--- src/sv/mrcs_pkg.sv ---
package mrcs_pkg;

  localparam int NUM_COILS_DEF   = 2;
  localparam int FRAME_BYTES_DEF = 64;

  localparam logic [1:0] CFG_SLAVE_ADDR = 2'd0;
  localparam logic [1:0] CFG_CHAR_GAP   = 2'd1;
  localparam logic [1:0] CFG_FRAME_GAP  = 2'd2;

  localparam logic [7:0] FN_READ_COILS  = 8'h01;
  localparam logic [7:0] FN_READ_INPUTS = 8'h02;
  localparam logic [7:0] FN_WRITE_COIL  = 8'h05;
  localparam logic [7:0] FN_WRITE_MULTI = 8'h0F;
  localparam logic [7:0] EXC_FLAG       = 8'h80;
  localparam logic [7:0] EXC_FUNC       = 8'h01;
  localparam logic [7:0] EXC_ADDR       = 8'h02;
  localparam logic [7:0] EXC_VALUE      = 8'h03;
  localparam logic [15:0] COIL_ON       = 16'hFF00;
  localparam logic [15:0] CRC_INIT      = 16'hFFFF;
  localparam logic [15:0] CRC_POLY      = 16'hA001;

  typedef enum logic [1:0] {PH_IDLE, PH_RECV, PH_WAIT} phase_t;

  // controller sequence
  typedef enum logic [3:0] {
    ST_IDLE, ST_STORE, ST_LOAD, ST_FETCH, ST_EXEC, ST_BUILD, ST_CRC, ST_SEND, ST_HOLD
  } state_t;

  typedef struct packed {
    logic store;     // write rx byte into frame store
    logic tick;      // silent tick bookkeeping
    logic load;      // issue read of header byte
    logic fetch;     // capture read data
    logic exec;      // decode and apply request
    logic build;     // latch next response byte, start crc
    logic crc_step;  // one crc bit step
    logic send;      // present byte
    logic finish;    // end of exchange
  } cmd_t;

  typedef struct packed {
    logic respond;   // frame gap reached with a non-empty frame
    logic drop;      // address byte does not match, nothing to send
    logic fetch_done;
    logic crc_done;
    logic last;      // byte just built is final
  } sts_t;

  // one bit step of CRC-16/Modbus
  function automatic logic [15:0] crc_bit(input logic [15:0] c);
    crc_bit = c[0] ? ((c >> 1) ^ CRC_POLY) : (c >> 1);
  endfunction

endpackage

--- src/sv/mrcs_ctrl.sv ---
module mrcs_ctrl (
  input  logic          clk,
  input  logic          rst_n,
  input  logic          in_valid,
  output logic          in_stall,
  input  logic          in_mode,
  output logic          out_valid,
  input  logic          out_stall,
  input  mrcs_pkg::sts_t sts,
  output mrcs_pkg::cmd_t cmd
);
  import mrcs_pkg::*;

  state_t state_r, state_nxt;

  // next state
  always_comb begin
    state_nxt = state_r;
    case (state_r)
      ST_IDLE:  if (in_valid) state_nxt = in_mode ? ST_LOAD : ST_STORE;
      ST_STORE: state_nxt = ST_IDLE;
      ST_LOAD:  begin
        if (sts.respond) state_nxt = ST_FETCH;
        else state_nxt = ST_IDLE;
      end
      ST_FETCH: begin
        if (sts.fetch_done) state_nxt = sts.drop ? ST_IDLE : ST_EXEC;
      end
      ST_EXEC:  state_nxt = ST_BUILD;
      ST_BUILD: state_nxt = ST_CRC;
      ST_CRC:   if (sts.crc_done) state_nxt = ST_SEND;
      ST_SEND:  state_nxt = ST_HOLD;
      ST_HOLD:  begin
        if (!out_stall) state_nxt = sts.last ? ST_IDLE : ST_BUILD;
      end
      default:  state_nxt = ST_IDLE;
    endcase
  end

  // outputs
  always_comb begin
    cmd = '0;
    in_stall = (state_r != ST_IDLE);
    out_valid = (state_r == ST_HOLD);
    case (state_r)
      ST_IDLE:  cmd.tick = in_valid & in_mode;
      ST_STORE: cmd.store = 1'b1;
      ST_LOAD:  cmd.load = sts.respond;
      ST_FETCH: begin
        cmd.fetch = 1'b1;
        // address mismatch: discard the frame without a response
        cmd.finish = sts.fetch_done & sts.drop;
      end
      ST_EXEC:  cmd.exec = 1'b1;
      ST_BUILD: cmd.build = 1'b1;
      ST_CRC:   cmd.crc_step = 1'b1;
      ST_SEND:  cmd.send = 1'b1;
      ST_HOLD:  cmd.finish = !out_stall & sts.last;
      default:  cmd = '0;
    endcase
  end

  always_ff @(posedge clk) begin
    if (!rst_n) state_r <= ST_IDLE;
    else state_r <= state_nxt;
  end
endmodule

--- src/sv/mrcs_dp.sv ---
module mrcs_dp #(
  parameter int NUM_COILS   = mrcs_pkg::NUM_COILS_DEF,
  parameter int FRAME_BYTES = mrcs_pkg::FRAME_BYTES_DEF
) (
  input  logic           clk,
  input  logic           rst_n,
  input  logic [7:0]     in_rx_byte,
  input  logic           cfg_we,
  input  logic [1:0]     cfg_index,
  input  logic [15:0]    cfg_data,
  input  mrcs_pkg::cmd_t cmd,
  output mrcs_pkg::sts_t sts,
  output logic [7:0]     out_tx_byte,
  output logic           out_last_byte,
  output logic [1:0]     out_coil_levels
);
  import mrcs_pkg::*;

  localparam int AW = $clog2(FRAME_BYTES);
  localparam int LW = $clog2(FRAME_BYTES + 1);
  localparam int CW = (NUM_COILS > 1) ? $clog2(NUM_COILS) : 1;

  logic [7:0]  frame_mem [FRAME_BYTES];
  logic [7:0]  rd_data_r;
  logic [AW-1:0] rd_addr;
  logic [7:0]  addr_r;
  logic [15:0] cgap_r, fgap_r, sil_r;
  logic [LW-1:0] len_r;
  phase_t      ph_r;
  logic [NUM_COILS-1:0] coil_r;
  logic        resp_r;
  logic [7:0]  hdr_r [8];       // bytes 0..7 of the frame
  logic [3:0]  fi_r;            // fetch index
  logic        fv_r;            // read in flight
  logic [7:0]  rsp_r [6];
  logic [2:0]  rlen_r;          // response length without crc
  logic [3:0]  bi_r;            // next byte to build
  logic [15:0] crc_r;
  logic [2:0]  ci_r;
  logic [7:0]  tx_r;
  logic        last_r;

  // header byte with short-frame zero fill
  function automatic logic [7:0] hb(input int i);
    hb = hdr_r[i];
  endfunction

  // config registers
  always_ff @(posedge clk) begin
    if (!rst_n) begin
      addr_r <= 8'd1; cgap_r <= 16'd15; fgap_r <= 16'd35;
    end else if (cfg_we) begin
      case (cfg_index)
        CFG_SLAVE_ADDR: addr_r <= cfg_data[7:0];
        CFG_CHAR_GAP:   cgap_r <= cfg_data;
        CFG_FRAME_GAP:  fgap_r <= cfg_data;
        default: ;
      endcase
    end
  end

  // frame memory, registered read
  assign rd_addr = AW'(fi_r);
  always_ff @(posedge clk) begin
    if (cmd.store && (len_r < LW'(FRAME_BYTES)) && (ph_r != PH_WAIT))
      frame_mem[len_r[AW-1:0]] <= in_rx_byte;
    rd_data_r <= frame_mem[rd_addr];
  end

  // link timing: each tick decides whether to respond
  logic [15:0] sil_inc;
  logic        wait_now, gap_hit;
  assign sil_inc  = (sil_r == 16'hFFFF) ? sil_r : sil_r + 16'd1;
  assign wait_now = (ph_r == PH_WAIT) || ((ph_r == PH_RECV) && (sil_inc >= cgap_r));
  assign gap_hit  = wait_now && (sil_inc >= fgap_r);

  always_ff @(posedge clk) begin
    if (!rst_n) begin
      sil_r <= '0; len_r <= '0; ph_r <= PH_IDLE; resp_r <= 1'b0;
    end else begin
      if (cmd.store && ph_r != PH_WAIT) begin
        if (len_r < LW'(FRAME_BYTES)) len_r <= len_r + LW'(1);
        sil_r <= '0;
        ph_r  <= PH_RECV;
      end
      if (cmd.tick) begin
        sil_r  <= sil_inc;
        resp_r <= gap_hit && (len_r != '0);
        if (gap_hit && (len_r == '0)) ph_r <= PH_IDLE;
        else if (wait_now) ph_r <= PH_WAIT;
      end
      if (cmd.finish) begin
        len_r <= '0; ph_r <= PH_IDLE;
      end
    end
  end

  // address match is known once the header is fetched
  assign sts.respond    = resp_r;
  assign sts.drop       = (hdr_r[0] != addr_r);
  assign sts.fetch_done = fv_r && (fi_r == 4'd9);
  assign sts.crc_done   = (ci_r == 3'd7);
  assign sts.last       = last_r;

  // fetch header bytes 0..7
  always_ff @(posedge clk) begin
    if (!rst_n) begin
      fi_r <= '0; fv_r <= 1'b0;
    end else if (cmd.load) begin
      fi_r <= '0; fv_r <= 1'b0;
    end else if (cmd.fetch && !sts.fetch_done) begin
      fv_r <= 1'b1;
      fi_r <= fi_r + 4'd1;
      if (fv_r) hdr_r[fi_r[2:0] - 3'd1] <=
        (LW'(fi_r - 4'd1) < len_r) ? rd_data_r : 8'h00;
    end
  end

  // decode and execute
  logic [7:0]  fn, bc;
  logic [15:0] start, qty;
  logic [16:0] endc;
  logic [13:0] nby;
  logic        match;
  logic [7:0]  code;
  logic [NUM_COILS-1:0] coil_new;
  logic [7:0]  rdata;
  logic [2:0]  ok_len;
  always_comb begin
    fn = hb(1); start = {hb(2), hb(3)}; qty = {hb(4), hb(5)}; bc = hb(6);
    endc = {1'b0, start} + {1'b0, qty};
    nby = {1'b0, qty[15:3]} + {13'd0, (qty[2:0] != 3'd0)};
    match = (hb(0) == addr_r);
    code = 8'h00; coil_new = coil_r; rdata = 8'h00; ok_len = 3'd3;
    if (fn == FN_READ_COILS || fn == FN_READ_INPUTS) begin
      if (qty == 16'd0) code = EXC_VALUE;
      else if (endc > 17'(NUM_COILS)) code = EXC_ADDR;
      else begin
        for (int i = 0; i < NUM_COILS; i++)
          if (17'(i) < {1'b0, qty}) rdata[i] = coil_r[CW'(start) + CW'(i)];
        ok_len = 3'd4;
      end
    end else if (fn == FN_WRITE_COIL) begin
      if (qty != COIL_ON && qty != 16'd0) code = EXC_VALUE;
      else if (start >= 16'(NUM_COILS)) code = EXC_ADDR;
      else begin
        coil_new[CW'(start)] = (qty == COIL_ON);
        ok_len = 3'd6;
      end
    end else if (fn == FN_WRITE_MULTI) begin
      if (qty == 16'd0 || {6'd0, bc} != nby) code = EXC_VALUE;
      else if (endc > 17'(NUM_COILS)) code = EXC_ADDR;
      else begin
        for (int i = 0; i < NUM_COILS; i++)
          if (17'(i) < {1'b0, qty}) coil_new[CW'(start) + CW'(i)] = hdr_r[7][i];
        ok_len = 3'd6;
      end
    end else code = EXC_FUNC;
  end

  always_ff @(posedge clk) begin
    if (!rst_n) begin
      coil_r <= '0;
    end else if (cmd.exec && match) begin
      coil_r <= coil_new;
    end
  end

  always_ff @(posedge clk) begin
    if (cmd.exec) begin
      rsp_r[0] <= hb(0);
      if (code != 8'h00) begin
        rsp_r[1] <= fn | EXC_FLAG; rsp_r[2] <= code; rlen_r <= 3'd3;
      end else begin
        rsp_r[1] <= fn; rlen_r <= ok_len;
        if (ok_len == 3'd4) begin
          rsp_r[2] <= 8'd1; rsp_r[3] <= rdata;
        end else begin
          rsp_r[2] <= hb(2); rsp_r[3] <= hb(3); rsp_r[4] <= hb(4); rsp_r[5] <= hb(5);
        end
      end
    end
  end

  // byte builder with bit-serial crc
  always_ff @(posedge clk) begin
    if (cmd.exec) begin
      bi_r <= '0; crc_r <= CRC_INIT;
    end
    if (cmd.build) begin
      ci_r <= '0;
      if (bi_r < {1'b0, rlen_r}) begin
        tx_r <= rsp_r[bi_r[2:0]];
        crc_r <= crc_bit(crc_r ^ {8'h00, rsp_r[bi_r[2:0]]});
        last_r <= 1'b0;
      end else if (bi_r == {1'b0, rlen_r}) begin
        tx_r <= crc_r[7:0]; last_r <= 1'b0;
      end else begin
        tx_r <= crc_r[15:8]; last_r <= 1'b1;
      end
      bi_r <= bi_r + 4'd1;
    end
    if (cmd.crc_step) begin
      ci_r <= ci_r + 3'd1;
      if (bi_r <= {1'b0, rlen_r} && ci_r != 3'd7) crc_r <= crc_bit(crc_r);
    end
  end

  assign out_tx_byte     = tx_r;
  assign out_last_byte   = last_r;
  assign out_coil_levels = 2'(coil_r);
endmodule

--- src/sv/modbus_rtu_coil_slave_core.sv ---
// Flow: a byte goes through the store state; a tick through the load state, or
// at the frame gap on to fetch and decode, then build, CRC and send per response
// byte (bit-serial CRC loop over 8 steps) and a hold while the output stalls.
// One item at a time, input stalled until done; a full response is 8 bytes.
// Reset: synchronous active-low rst_n restores registers 1/15/35, clears
// coils, frame length and silence count; frame memory contents are undefined.
module modbus_rtu_coil_slave_core #(
  parameter int NUM_COILS   = mrcs_pkg::NUM_COILS_DEF,
  parameter int FRAME_BYTES = mrcs_pkg::FRAME_BYTES_DEF
) (
  input  logic        clk,
  input  logic        rst_n,
  input  logic        in_valid,
  output logic        in_stall,
  input  logic        in_mode,
  input  logic [7:0]  in_rx_byte,
  output logic        out_valid,
  input  logic        out_stall,
  output logic [7:0]  out_tx_byte,
  output logic        out_last_byte,
  output logic [1:0]  out_coil_levels,
  input  logic        cfg_valid,
  output logic        cfg_ready,
  input  logic [1:0]  cfg_index,
  input  logic [15:0] cfg_data
);
  import mrcs_pkg::*;

  cmd_t cmd;
  sts_t sts;
  logic [7:0] rx_r;

  assign cfg_ready = 1'b1;

  // hold the received byte for the store cycle
  always_ff @(posedge clk) begin
    if (in_valid && !in_stall) rx_r <= in_rx_byte;
  end

  mrcs_ctrl u_ctrl (
    .clk, .rst_n, .in_valid, .in_stall, .in_mode,
    .out_valid, .out_stall, .sts, .cmd
  );

  mrcs_dp #(.NUM_COILS(NUM_COILS), .FRAME_BYTES(FRAME_BYTES)) u_dp (
    .clk, .rst_n, .in_rx_byte(rx_r), .cfg_we(cfg_valid),
    .cfg_index, .cfg_data, .cmd, .sts,
    .out_tx_byte, .out_last_byte, .out_coil_levels
  );
endmodule

--- config.mk ---
export PLATFORM = sky130hd
export DESIGN_NAME = modbus_rtu_coil_slave_core
export DESIGN_NICKNAME = d
export VERILOG_FILES = /design/src/sv/mrcs_pkg.sv /design/src/sv/mrcs_ctrl.sv /design/src/sv/mrcs_dp.sv /design/src/sv/modbus_rtu_coil_slave_core.sv
export SDC_FILE = /design/constraint.sdc
export NUM_CORES = 1
export LEC_CHECK = 0
export BUFFER_PORTS_ARGS = -buffer_cell sky130_fd_sc_hd__buf_4
export CAP_MARGIN = 20
export CELL_PAD_IN_SITES_DETAIL_PLACEMENT = 2
export CELL_PAD_IN_SITES_GLOBAL_PLACEMENT = 2
export CORE_ASPECT_RATIO = 1.4
export CORE_MARGIN = 2
export CORE_UTILIZATION = 47
export CTS_CLUSTER_DIAMETER = 40
export DETAILED_ROUTE_END_ITERATION = 10
export GPL_TIMING_DRIVEN = 0
export PLACE_DENSITY = 0.94
export SLEW_MARGIN = 5
export SYNTH_ARGS = -nofsm -noshare
export SYNTH_HDL_FRONTEND = slang
export SYNTH_SLANG_ARGS = --single-unit
--- constraint.sdc ---
create_clock -name clk -period 9.9 [get_ports clk]
set_input_delay 1.485 -clock clk [delete_from_list [all_inputs] [get_ports clk]]
set_output_delay 1.485 -clock clk [all_outputs]
set_load 0.01 [all_outputs]
==> impl_metrics.xml, run 1 <==
<?xml version="1.0" encoding="UTF-8"?>
<metrics>
  <group name="logic_synthesis">
    <metric name="synth_area" unit="sq um">17200</metric>
    <metric name="syn_area_per_cell" unit="sq um">11.9</metric>
    <metric name="synth-edff-count" unit="">261</metric>
    <metric name="yosys_warnings" unit="">0</metric>
    <metric name="yosys_most_used_dff" unit="">edfxtp_1</metric>
    <metric name="synth_seq_area_share" unit="">0.577</metric>
    <metric name="syn-num-nets" unit="">1543</metric>
    <metric name="number_of_instances_in_the_synthesized_netlist" unit="">1442</metric>
    <metric name="async_reset_ff_frac" unit="">0</metric>
    <metric name="yosys-top-cells-area" unit="">edfxtp_1 46%, dfxtp_1 12%, mux4_2 6.3%, ha_1 5.0%, nand2_1 3.5%</metric>
    <metric name="synth.lib_cells_used.distinct" unit="">73</metric>
    <metric name="yosysTopAreaCell" unit="">edfxtp_1</metric>
    <metric name="synth-seq-cells" unit="">365</metric>
    <metric name="synth_top_area_frac" unit="">0.456</metric>
  </group>
  <group name="floorplan">
    <metric name="pin_count" unit="">46</metric>
    <metric name="floorplan.initialDensity" unit="">0.479</metric>
    <metric name="floorplan.rows" unit="">82</metric>
    <metric name="die_area" unit="sq um">38100</metric>
    <metric name="die_height" unit="um">230</metric>
    <metric name="core_area" unit="sq um">35900</metric>
    <metric name="die_width" unit="um">166</metric>
  </group>
  <group name="clocking">
    <metric name="tritoncts" unit="">done</metric>
    <metric name="cts_max_path_buffers" unit="">3</metric>
    <metric name="total_clock_buffers_created_by_cts" unit="">43</metric>
    <metric name="cts_root_buffer" unit="">clkbuf_16</metric>
    <metric name="worst_setup_hold_path_clk_slew" unit="ps">70</metric>
    <metric name="htree_num_levels" unit="">2</metric>
    <metric name="post_cts_buffers" unit="">0</metric>
    <metric name="cts_hold_buf" unit="">0</metric>
    <metric name="cts_repair_resize_count" unit="">0</metric>
    <metric name="clkLatencyLatePin" unit="ps">580</metric>
    <metric name="cts.sinks" unit="">365</metric>
  </group>
  <group name="worst_setup_path">
    <metric name="worst-endpoint-required" unit="ps">10170</metric>
    <metric name="cp_slowest_cell" unit="">clkbuf_1</metric>
    <metric name="setup.worst_path.class" unit="">reg -&gt; reg</metric>
    <metric name="crit_path_max_fanout" unit="">10</metric>
    <metric name="timing.critical_path.buf_inv" unit="">4</metric>
    <metric name="worstSetupEndpointType" unit="">flip-flop</metric>
    <metric name="crit_path_cell_trace" unit="">clkbuf_1 &gt; clkbuf_1 &gt; inv_1 &gt; ha_1 &gt; xnor2_1 &gt; inv_1 &gt; ha_1 &gt; o21a_1 &gt; o21a_1 &gt; o21a_1 &gt; o21ai_0 &gt; nand2b_1 &gt; a21oi_1 &gt; and2_1</metric>
    <metric name="cpLargestDelayFamily" unit="">buffers and inverters</metric>
    <metric name="crit_path_arrival_time" unit="ps">6030</metric>
    <metric name="timing.critical_path.slowest_cell_delay" unit="ps">680</metric>
    <metric name="critPathLaunchType" unit="">flip-flop</metric>
    <metric name="critPathMostFrequentCell" unit="">o21a_1</metric>
  </group>
  <group name="run">
    <metric name="max_cap_viol_count" unit="">0</metric>
  </group>
  <group name="final_layout">
    <metric name="syn2layout_area_growth" unit="%">14.2</metric>
    <metric name="mostFrequentLayoutCells" unit="">261 x edfxtp_1, 160 x nand2_1, 104 x dfxtp_1, 102 x nor2_1, 92 x a21oi_1</metric>
    <metric name="layout.nets" unit="">1638</metric>
    <metric name="n_antenna_cell" unit="">0</metric>
    <metric name="final_common_cell" unit="">edfxtp_1</metric>
    <metric name="final_layout_size_suffix_gt1_frac" unit="">0.130</metric>
  </group>
  <group name="power">
    <metric name="finalPower" unit="mW">3.45</metric>
    <metric name="irDropWorstVdd" unit="mV">0.160</metric>
    <metric name="p_leak" unit="nW">6.81</metric>
    <metric name="power_density" unit="nW/um^2">176</metric>
  </group>
  <group name="drt">
    <metric name="first_pass_detailed_route_iteration_total" unit="">5</metric>
    <metric name="detail_route.drc_violations" unit="">0</metric>
    <metric name="drt_wl_total" unit="mm">69.7</metric>
    <metric name="drtAntennaViolNets" unit="">0</metric>
    <metric name="via_per_inst" unit="">6.64</metric>
    <metric name="via_count" unit="">13500</metric>
    <metric name="iteration_0_drc_markers" unit="">1185</metric>
    <metric name="avgRoutedWirePerCell" unit="um">34.3</metric>
  </group>
  <group name="timing">
    <metric name="min_period_over_period" unit="">0.581</metric>
    <metric name="unrepaired_setup_endpoints_after_global_routing" unit="">no</metric>
    <metric name="max_freq" unit="MHz">174</metric>
    <metric name="final_number_of_hold_violating_endpoints" unit="">0</metric>
    <metric name="slew_of_the_pin_with_the_lowest_slew_margin" unit="ps">1090</metric>
    <metric name="setup-tns-final" unit="ps">0</metric>
    <metric name="report.final.setup_viol" unit="">0</metric>
    <metric name="fin_worst_skew" unit="ps">31.0</metric>
    <metric name="timing.final.crit_period" unit="ps">5760</metric>
    <metric name="worst_slew_margin_rel" unit="">0.274</metric>
    <metric name="maxSlewViolCount" unit="">0</metric>
  </group>
  <group name="placement">
    <metric name="io_buffers" unit="">44</metric>
    <metric name="detailedPlacementHpwl" unit="mm">45.5</metric>
    <metric name="gp_routability_congestion" unit="">0.899</metric>
  </group>
  <group name="global_route">
    <metric name="gr-usage-all-layers" unit="">0.373</metric>
    <metric name="initial_antenna_violation_count" unit="">1</metric>
    <metric name="global_route_congestion_overflow_total" unit="">0</metric>
    <metric name="grt_start_max_net_pins" unit="">37</metric>
    <metric name="grt_pass1_wl" unit="mm">102</metric>
    <metric name="first_global_vias" unit="">15300</metric>
  </group>
  <group name="outcome">
    <metric name="run_status" unit="">completed</metric>
  </group>
  <group name="min_path">
    <metric name="worst_hold_path_type" unit="">reg -&gt; reg</metric>
  </group>
</metrics>
==> routing by layer <==
layer | vias to the layer above | global-route usage | share of wire
met2 | 632 | 0.688 | 0.54
met5 | - | 0 | 0.00016
met3 | 297 | 0.0550 | 0.048
met4 | 2 | 0.240 | 0.075
met1 | 6984 | 0.386 | 0.34
li1 | 5593 | - | -
==> cell families (layout without fill, tap and decap cells) <==
group | Yosys count | after routing | synth area share
AO/OA/AOI/OAI | 278 | 278 | 0.102
buffers and inverters | 131 | 260 | 0.0292
AND/OR/NAND/NOR | 470 | 470 | 0.133
XOR/XNOR | 48 | 48 | 0.0245
other | 1 | 1 | 0.000218
adder cells (fa/ha/maj) | 69 | 69 | 0.0507
multiplexers | 80 | 80 | 0.0824
flip-flops | 365 | 365 | 0.577
==> layout make-up <==
type | instances | area, sq um
Multi-Input combinational cell | 946 | 6810
Sequential cell | 365 | 9920
Buffer | 53 | 210
Fill cell | 3350 | 16300
Tap cell | 462 | 578
Timing Repair Buffer | 50 | 365
Clock buffer | 55 | 1170
Inverter | 78 | 293
Clock inverter | 24 | 273
==> metrics by stage <==
step / area (sq um) / util / hold slack, ps / std cells / setup slack (ps)
floorplan: 17200 / - / 427 / 1442 / 6070
global placement: 18100 / 0.504 / 442 / 1948 / 5110
detailed placement: 18100 / 0.505 / 446 / 1954 / 4530
CTS: 19600 / 0.546 / 456 / 2033 / 4310
global route: 19600 / 0.547 / 478 / 2033 / 3950
finish: 19600 / 0.547 / 455 / 2033 / 4140
==> worst reg2reg max path: cells and delay by family (launching register included) <==
family / cells / cell delay, ps
compound gates: 5 / 1310
xor+xnor: 1 / 470
fa+ha+maj: 2 / 660
buf+inv: 4 / 1840
flops: 1 / 430
simple gates: 2 / 760
==> synth_stat cells (6+ instances only) <==
| cell | number |
|---|---|
| edfxtp_1 | 261 |
| nand2_1 | 160 |
| dfxtp_1 | 104 |
| nor2_1 | 103 |
| a21oi_1 | 92 |
| inv_1 | 77 |
| ha_1 | 68 |
| mux4_2 | 48 |
| clkbuf_1 | 42 |
| o21ai_0 | 42 |
| xnor2_1 | 35 |
| nor3_1 | 32 |
| nand3_1 | 27 |
| nand4_1 | 26 |
| mux2i_1 | 21 |
| a21o_1 | 19 |
| nor4_1 | 19 |
| nor3b_1 | 17 |
| and2_1 | 16 |
| nand2b_1 | 16 |
| o21ai_1 | 15 |
| nor2b_1 | 13 |
| xor2_1 | 13 |
| a31oi_1 | 12 |
| o211ai_1 | 12 |
| o22ai_1 | 11 |
| mux2_2 | 10 |
| o21a_1 | 9 |
| o31ai_1 | 9 |
| or3_1 | 7 |
| a211oi_1 | 6 |
| and3_1 | 6 |
| o2111ai_1 | 6 |
==> sequential cells by signal (all words and copies together) (netlist names), 7 cells and up, named ones only <==
name,flops
rx_r,8
u_dp.addr_r,8
u_dp.cgap_r,16
u_dp.crc_r,16
u_dp.fgap_r,16
u_dp.frame_mem,128
u_dp.hdr_r,58
u_dp.len_r,7
u_dp.out_tx_byte,8
u_dp.rd_data_r,8
u_dp.rsp_r,48
u_dp.sil_r,16
==> report_power, final <==
part           total (mW)  internal [mW]  leakage (nW)  switching (mW)
registers            1.67           1.64          3.10          0.0225
logic               0.109         0.0364          3.00          0.0723
clock network        1.68          0.959         0.708           0.716
total                3.45           2.64          6.81           0.811
==> path summary, 6_finish.rpt <==
path	start	endpoint	depth (start not counted)	slack, ps
worst max-delay path	u_dp.fi_r[0]$_SDFFE_PP0P_	u_dp.hdr_r[1][1]$_DFFE_PP_	14	4140
worst min-delay path	u_dp.hdr_r[1][4]$_DFFE_PP_	u_dp.rsp_r[1][4]$_DFFE_PP_	0	460
worst max register to register	u_dp.fi_r[0]$_SDFFE_PP0P_	u_dp.hdr_r[1][1]$_DFFE_PP_	14	4140
worst min register to register	u_dp.hdr_r[1][4]$_DFFE_PP_	u_dp.rsp_r[1][4]$_DFFE_PP_	0	460
Note: power is estimated with default switching activity, not from simulation.
==> inputs of run 2 (changes only) <==
--- a/config.mk
+++ b/config.mk
@@ -11,11 +11,11 @@
 export CELL_PAD_IN_SITES_GLOBAL_PLACEMENT = 2
 export CORE_ASPECT_RATIO = 1.4
 export CORE_MARGIN = 2
-export CORE_UTILIZATION = 47
+export CORE_UTILIZATION = 39
 export CTS_CLUSTER_DIAMETER = 40
 export DETAILED_ROUTE_END_ITERATION = 10
 export GPL_TIMING_DRIVEN = 0
-export PLACE_DENSITY = 0.94
+export PLACE_DENSITY = 0.84
 export SLEW_MARGIN = 5
 export SYNTH_ARGS = -nofsm -noshare
 export SYNTH_HDL_FRONTEND = slang
==> constraint.sdc (replaced) <==
create_clock -name clk -period 5.1 [get_ports clk]
set_input_delay 0.765 -clock clk [delete_from_list [all_inputs] [get_ports clk]]
set_output_delay 0.765 -clock clk [all_outputs]
set_load 0.01 [all_outputs]
==> run 2 against run 1 <==
Compared with the run above:
- count of clock-buffer cells in the layout decreased by 1
- worst setup slack got worse by 3800 ps
- clock power increased by 95%
- combinational power increased by 77%
- largest power group unchanged
- die area increased by 20%
- flip-flop and latch count unchanged
- critical path depth decreased by 2
- first-iteration DRC count decreased by 49%
- via count decreased by 8.0%
- non-clock buffer count increased by 4
- sequential power increased by 93%
- register-to-register slack got worse by 3800 ps
==> impl_metrics.xml, run 2 (synthesis results as in run 1) <==
<?xml version="1.0" encoding="UTF-8"?>
<metrics>
  <group name="drt">
    <metric name="via_per_inst" unit="">5.82</metric>
    <metric name="iteration_0_drc_markers" unit="">599</metric>
    <metric name="avgRoutedWirePerCell" unit="um">26.4</metric>
    <metric name="drt_wl_total" unit="mm">56.3</metric>
    <metric name="detail_route.drc_violations" unit="">0</metric>
    <metric name="via_count" unit="">12400</metric>
    <metric name="drtAntennaViolNets" unit="">0</metric>
    <metric name="first_pass_detailed_route_iteration_total" unit="">5</metric>
  </group>
  <group name="placement">
    <metric name="placement.setup.worst_slack" unit="ps">-0.171</metric>
    <metric name="dp.cells" unit="">2053</metric>
    <metric name="io_buffers" unit="">44</metric>
    <metric name="detailedPlacementHpwl" unit="mm">41.1</metric>
    <metric name="gp_routability_congestion" unit="">0.834</metric>
    <metric name="dpl-instance-area" unit="sq um">18300</metric>
  </group>
  <group name="timing">
    <metric name="report.final.setup_viol" unit="">0</metric>
    <metric name="setup-tns-final" unit="ps">0</metric>
    <metric name="max_freq" unit="MHz">210</metric>
    <metric name="maxSlewViolCount" unit="">0</metric>
    <metric name="min_period_over_period" unit="">0.932</metric>
    <metric name="unrepaired_setup_endpoints_after_global_routing" unit="">no</metric>
    <metric name="worst_slew_margin_rel" unit="">0.286</metric>
    <metric name="timing.final.crit_period" unit="ps">4750</metric>
    <metric name="fin_worst_skew" unit="ps">28.5</metric>
    <metric name="final_number_of_hold_violating_endpoints" unit="">0</metric>
    <metric name="slew_of_the_pin_with_the_lowest_slew_margin" unit="ps">1070</metric>
    <metric name="final_worst_slack" unit="ps">348</metric>
  </group>
  <group name="global_route">
    <metric name="initial_antenna_violation_count" unit="">0</metric>
    <metric name="first_global_vias" unit="">14200</metric>
    <metric name="gr-usage-all-layers" unit="">0.250</metric>
    <metric name="global_route_congestion_overflow_total" unit="">0</metric>
    <metric name="grt_start_max_net_pins" unit="">37</metric>
    <metric name="grt_pass1_wl" unit="mm">85.9</metric>
  </group>
  <group name="final_layout">
    <metric name="largest_register_ffs" unit="">128</metric>
    <metric name="final_common_cell" unit="">edfxtp_1</metric>
    <metric name="fin_util" unit="">0.452</metric>
    <metric name="syn2layout_area_growth" unit="%">15.4</metric>
    <metric name="n_antenna_cell" unit="">0</metric>
    <metric name="final_cell_count_no_fill" unit="">2136</metric>
    <metric name="layout.nets" unit="">1643</metric>
    <metric name="final_layout_size_suffix_gt1_frac" unit="">0.136</metric>
    <metric name="mostFrequentLayoutCells" unit="">261 x edfxtp_1, 160 x nand2_1, 104 x dfxtp_1, 102 x nor2_1, 92 x a21oi_1</metric>
    <metric name="finish.instance_area" unit="sq um">19800</metric>
  </group>
  <group name="floorplan">
    <metric name="die_height" unit="um">252</metric>
    <metric name="pin_count" unit="">46</metric>
    <metric name="core_area" unit="sq um">43800</metric>
    <metric name="die_area" unit="sq um">45800</metric>
    <metric name="floorplan.initialDensity" unit="">0.392</metric>
    <metric name="die_width" unit="um">181</metric>
    <metric name="floorplan.rows" unit="">91</metric>
  </group>
  <group name="clocking">
    <metric name="cts_hold_buf" unit="">0</metric>
    <metric name="worst_setup_hold_path_clk_slew" unit="ps">60</metric>
    <metric name="htree_num_levels" unit="">2</metric>
    <metric name="cts.sinks" unit="">365</metric>
    <metric name="cts_root_buffer" unit="">clkbuf_16</metric>
    <metric name="clkLatencyLatePin" unit="ps">570</metric>
    <metric name="cts_max_path_buffers" unit="">3</metric>
    <metric name="total_clock_buffers_created_by_cts" unit="">44</metric>
    <metric name="tritoncts" unit="">done</metric>
  </group>
  <group name="worst_setup_path">
    <metric name="crit_path_max_fanout" unit="">16</metric>
    <metric name="worstSetupEndpointType" unit="">flip-flop</metric>
    <metric name="setup.worst_path.class" unit="">reg -&gt; reg</metric>
    <metric name="cp_slowest_cell" unit="">nor4_2</metric>
    <metric name="timing.critical_path.slowest_cell_delay" unit="ps">640</metric>
    <metric name="critPathLaunchType" unit="">flip-flop</metric>
    <metric name="crit_path_arrival_time" unit="ps">4930</metric>
    <metric name="crit_path_cell_trace" unit="">ha_1 &gt; inv_1 &gt; fa_1 &gt; nor2b_1 &gt; o31ai_1 &gt; a2111oi_0 &gt; nor4_1 &gt; nand4_1 &gt; nor4_2 &gt; a21oi_1 &gt; buf_2 &gt; nor2_2</metric>
    <metric name="worst-endpoint-required" unit="ps">5270</metric>
  </group>
  <group name="outcome">
    <metric name="run_status" unit="">completed</metric>
  </group>
  <group name="min_path">
    <metric name="worst_hold_path_type" unit="">in -&gt; reg</metric>
  </group>
  <group name="power">
    <metric name="irDropWorstVdd" unit="mV">0.299</metric>
    <metric name="p_leak" unit="nW">6.90</metric>
    <metric name="power_density" unit="nW/um^2">338</metric>
  </group>
  <group name="run">
    <metric name="max_cap_viol_count" unit="">0</metric>
  </group>
</metrics>
run 2: cell types whose count changed in the layout (fill, tap and decap cells not counted), moves of 3 or more:
cell	delta
clkbuf_1	-9
clkbuf_8	+5
clkbuf_2	+4
inv_6	+4
buf_2	+3
clkinv_1	+3
nor3_1	+3
nor3_2	-3
run 2: what timing repair did:
item                       in CTS  in global routing
setup endpoints to repair      58                 58
cloned                          0                  0
pin swaps                       0                  0
resized for setup               1                  5
buffers inserted                0                  0
run 2: critical path, delay by kind of cell (launching register included):
family / cells / cell delay, ps
and+or+nand+nor: 5 / 1820
AOI/OAI and AO/OA: 3 / 1130
DFF: 1 / 530
adders and majority gates: 2 / 520
buffers and inverters: 2 / 370
run 2: path summary, 6_finish.rpt:
| kind | from | to | slack, ps | depth (start not counted) |
|---|---|---|---|---|
| max | u_dp.hdr_r[5][0]$_DFFE_PP_ | u_dp.rsp_r[5][6]$_DFFE_PP_ | 350 | 12 |
| min | in_rx_byte[6] | rx_r[6]$_DFFE_PP_ | 380 | 1 |
| max reg2reg | u_dp.hdr_r[5][0]$_DFFE_PP_ | u_dp.rsp_r[5][6]$_DFFE_PP_ | 350 | 12 |
| min reg2reg | u_dp.cgap_r[7]$_SDFFE_PN0P_ | u_dp.cgap_r[7]$_SDFFE_PN0P_ | 460 | 2 |
run 2: layer usage:
layer / vias to the layer above / global-route usage / part of all wire
met5: - / 0 / 0
met1: 6385 / 0.260 / 0.36
li1: 5586 / - / -
met2: 280 / 0.485 / 0.55
met3: 176 / 0.0300 / 0.030
met4: 0 / 0.138 / 0.057
run 2: layout make-up:
cell class              count  area [sq um]
repair buffers             54           385
plain buffers              53           214
clock inverters            28           300
flip-flops and latches    365          9920
fillers                  4325         24000
clock buffers              54          1220
inverters                  78           293
multi-input cells         946          6790
well taps                 558           698
run 2: where the power goes:
part / leakage, nW / switching, mW / internal, mW / total (mW)
Clock: 0.747 / 1.30 / 1.97 / 3.27
Combinational: 3.02 / 0.124 / 0.0699 / 0.193
Sequential: 3.14 / 0.0386 / 3.19 / 3.23
Total: 6.90 / 1.46 / 5.23 / 6.69
run 2: metrics by stage:
step | hold WS, ps | power [mW]
2_1_floorplan | 427 | 3.38
3_3_place_gp | 443 | 3.46
4_1_cts | 355 | 6.75
3_5_place_dp | 457 | 3.48
5_1_grt | 367 | 6.86
6_report | 379 | 6.69
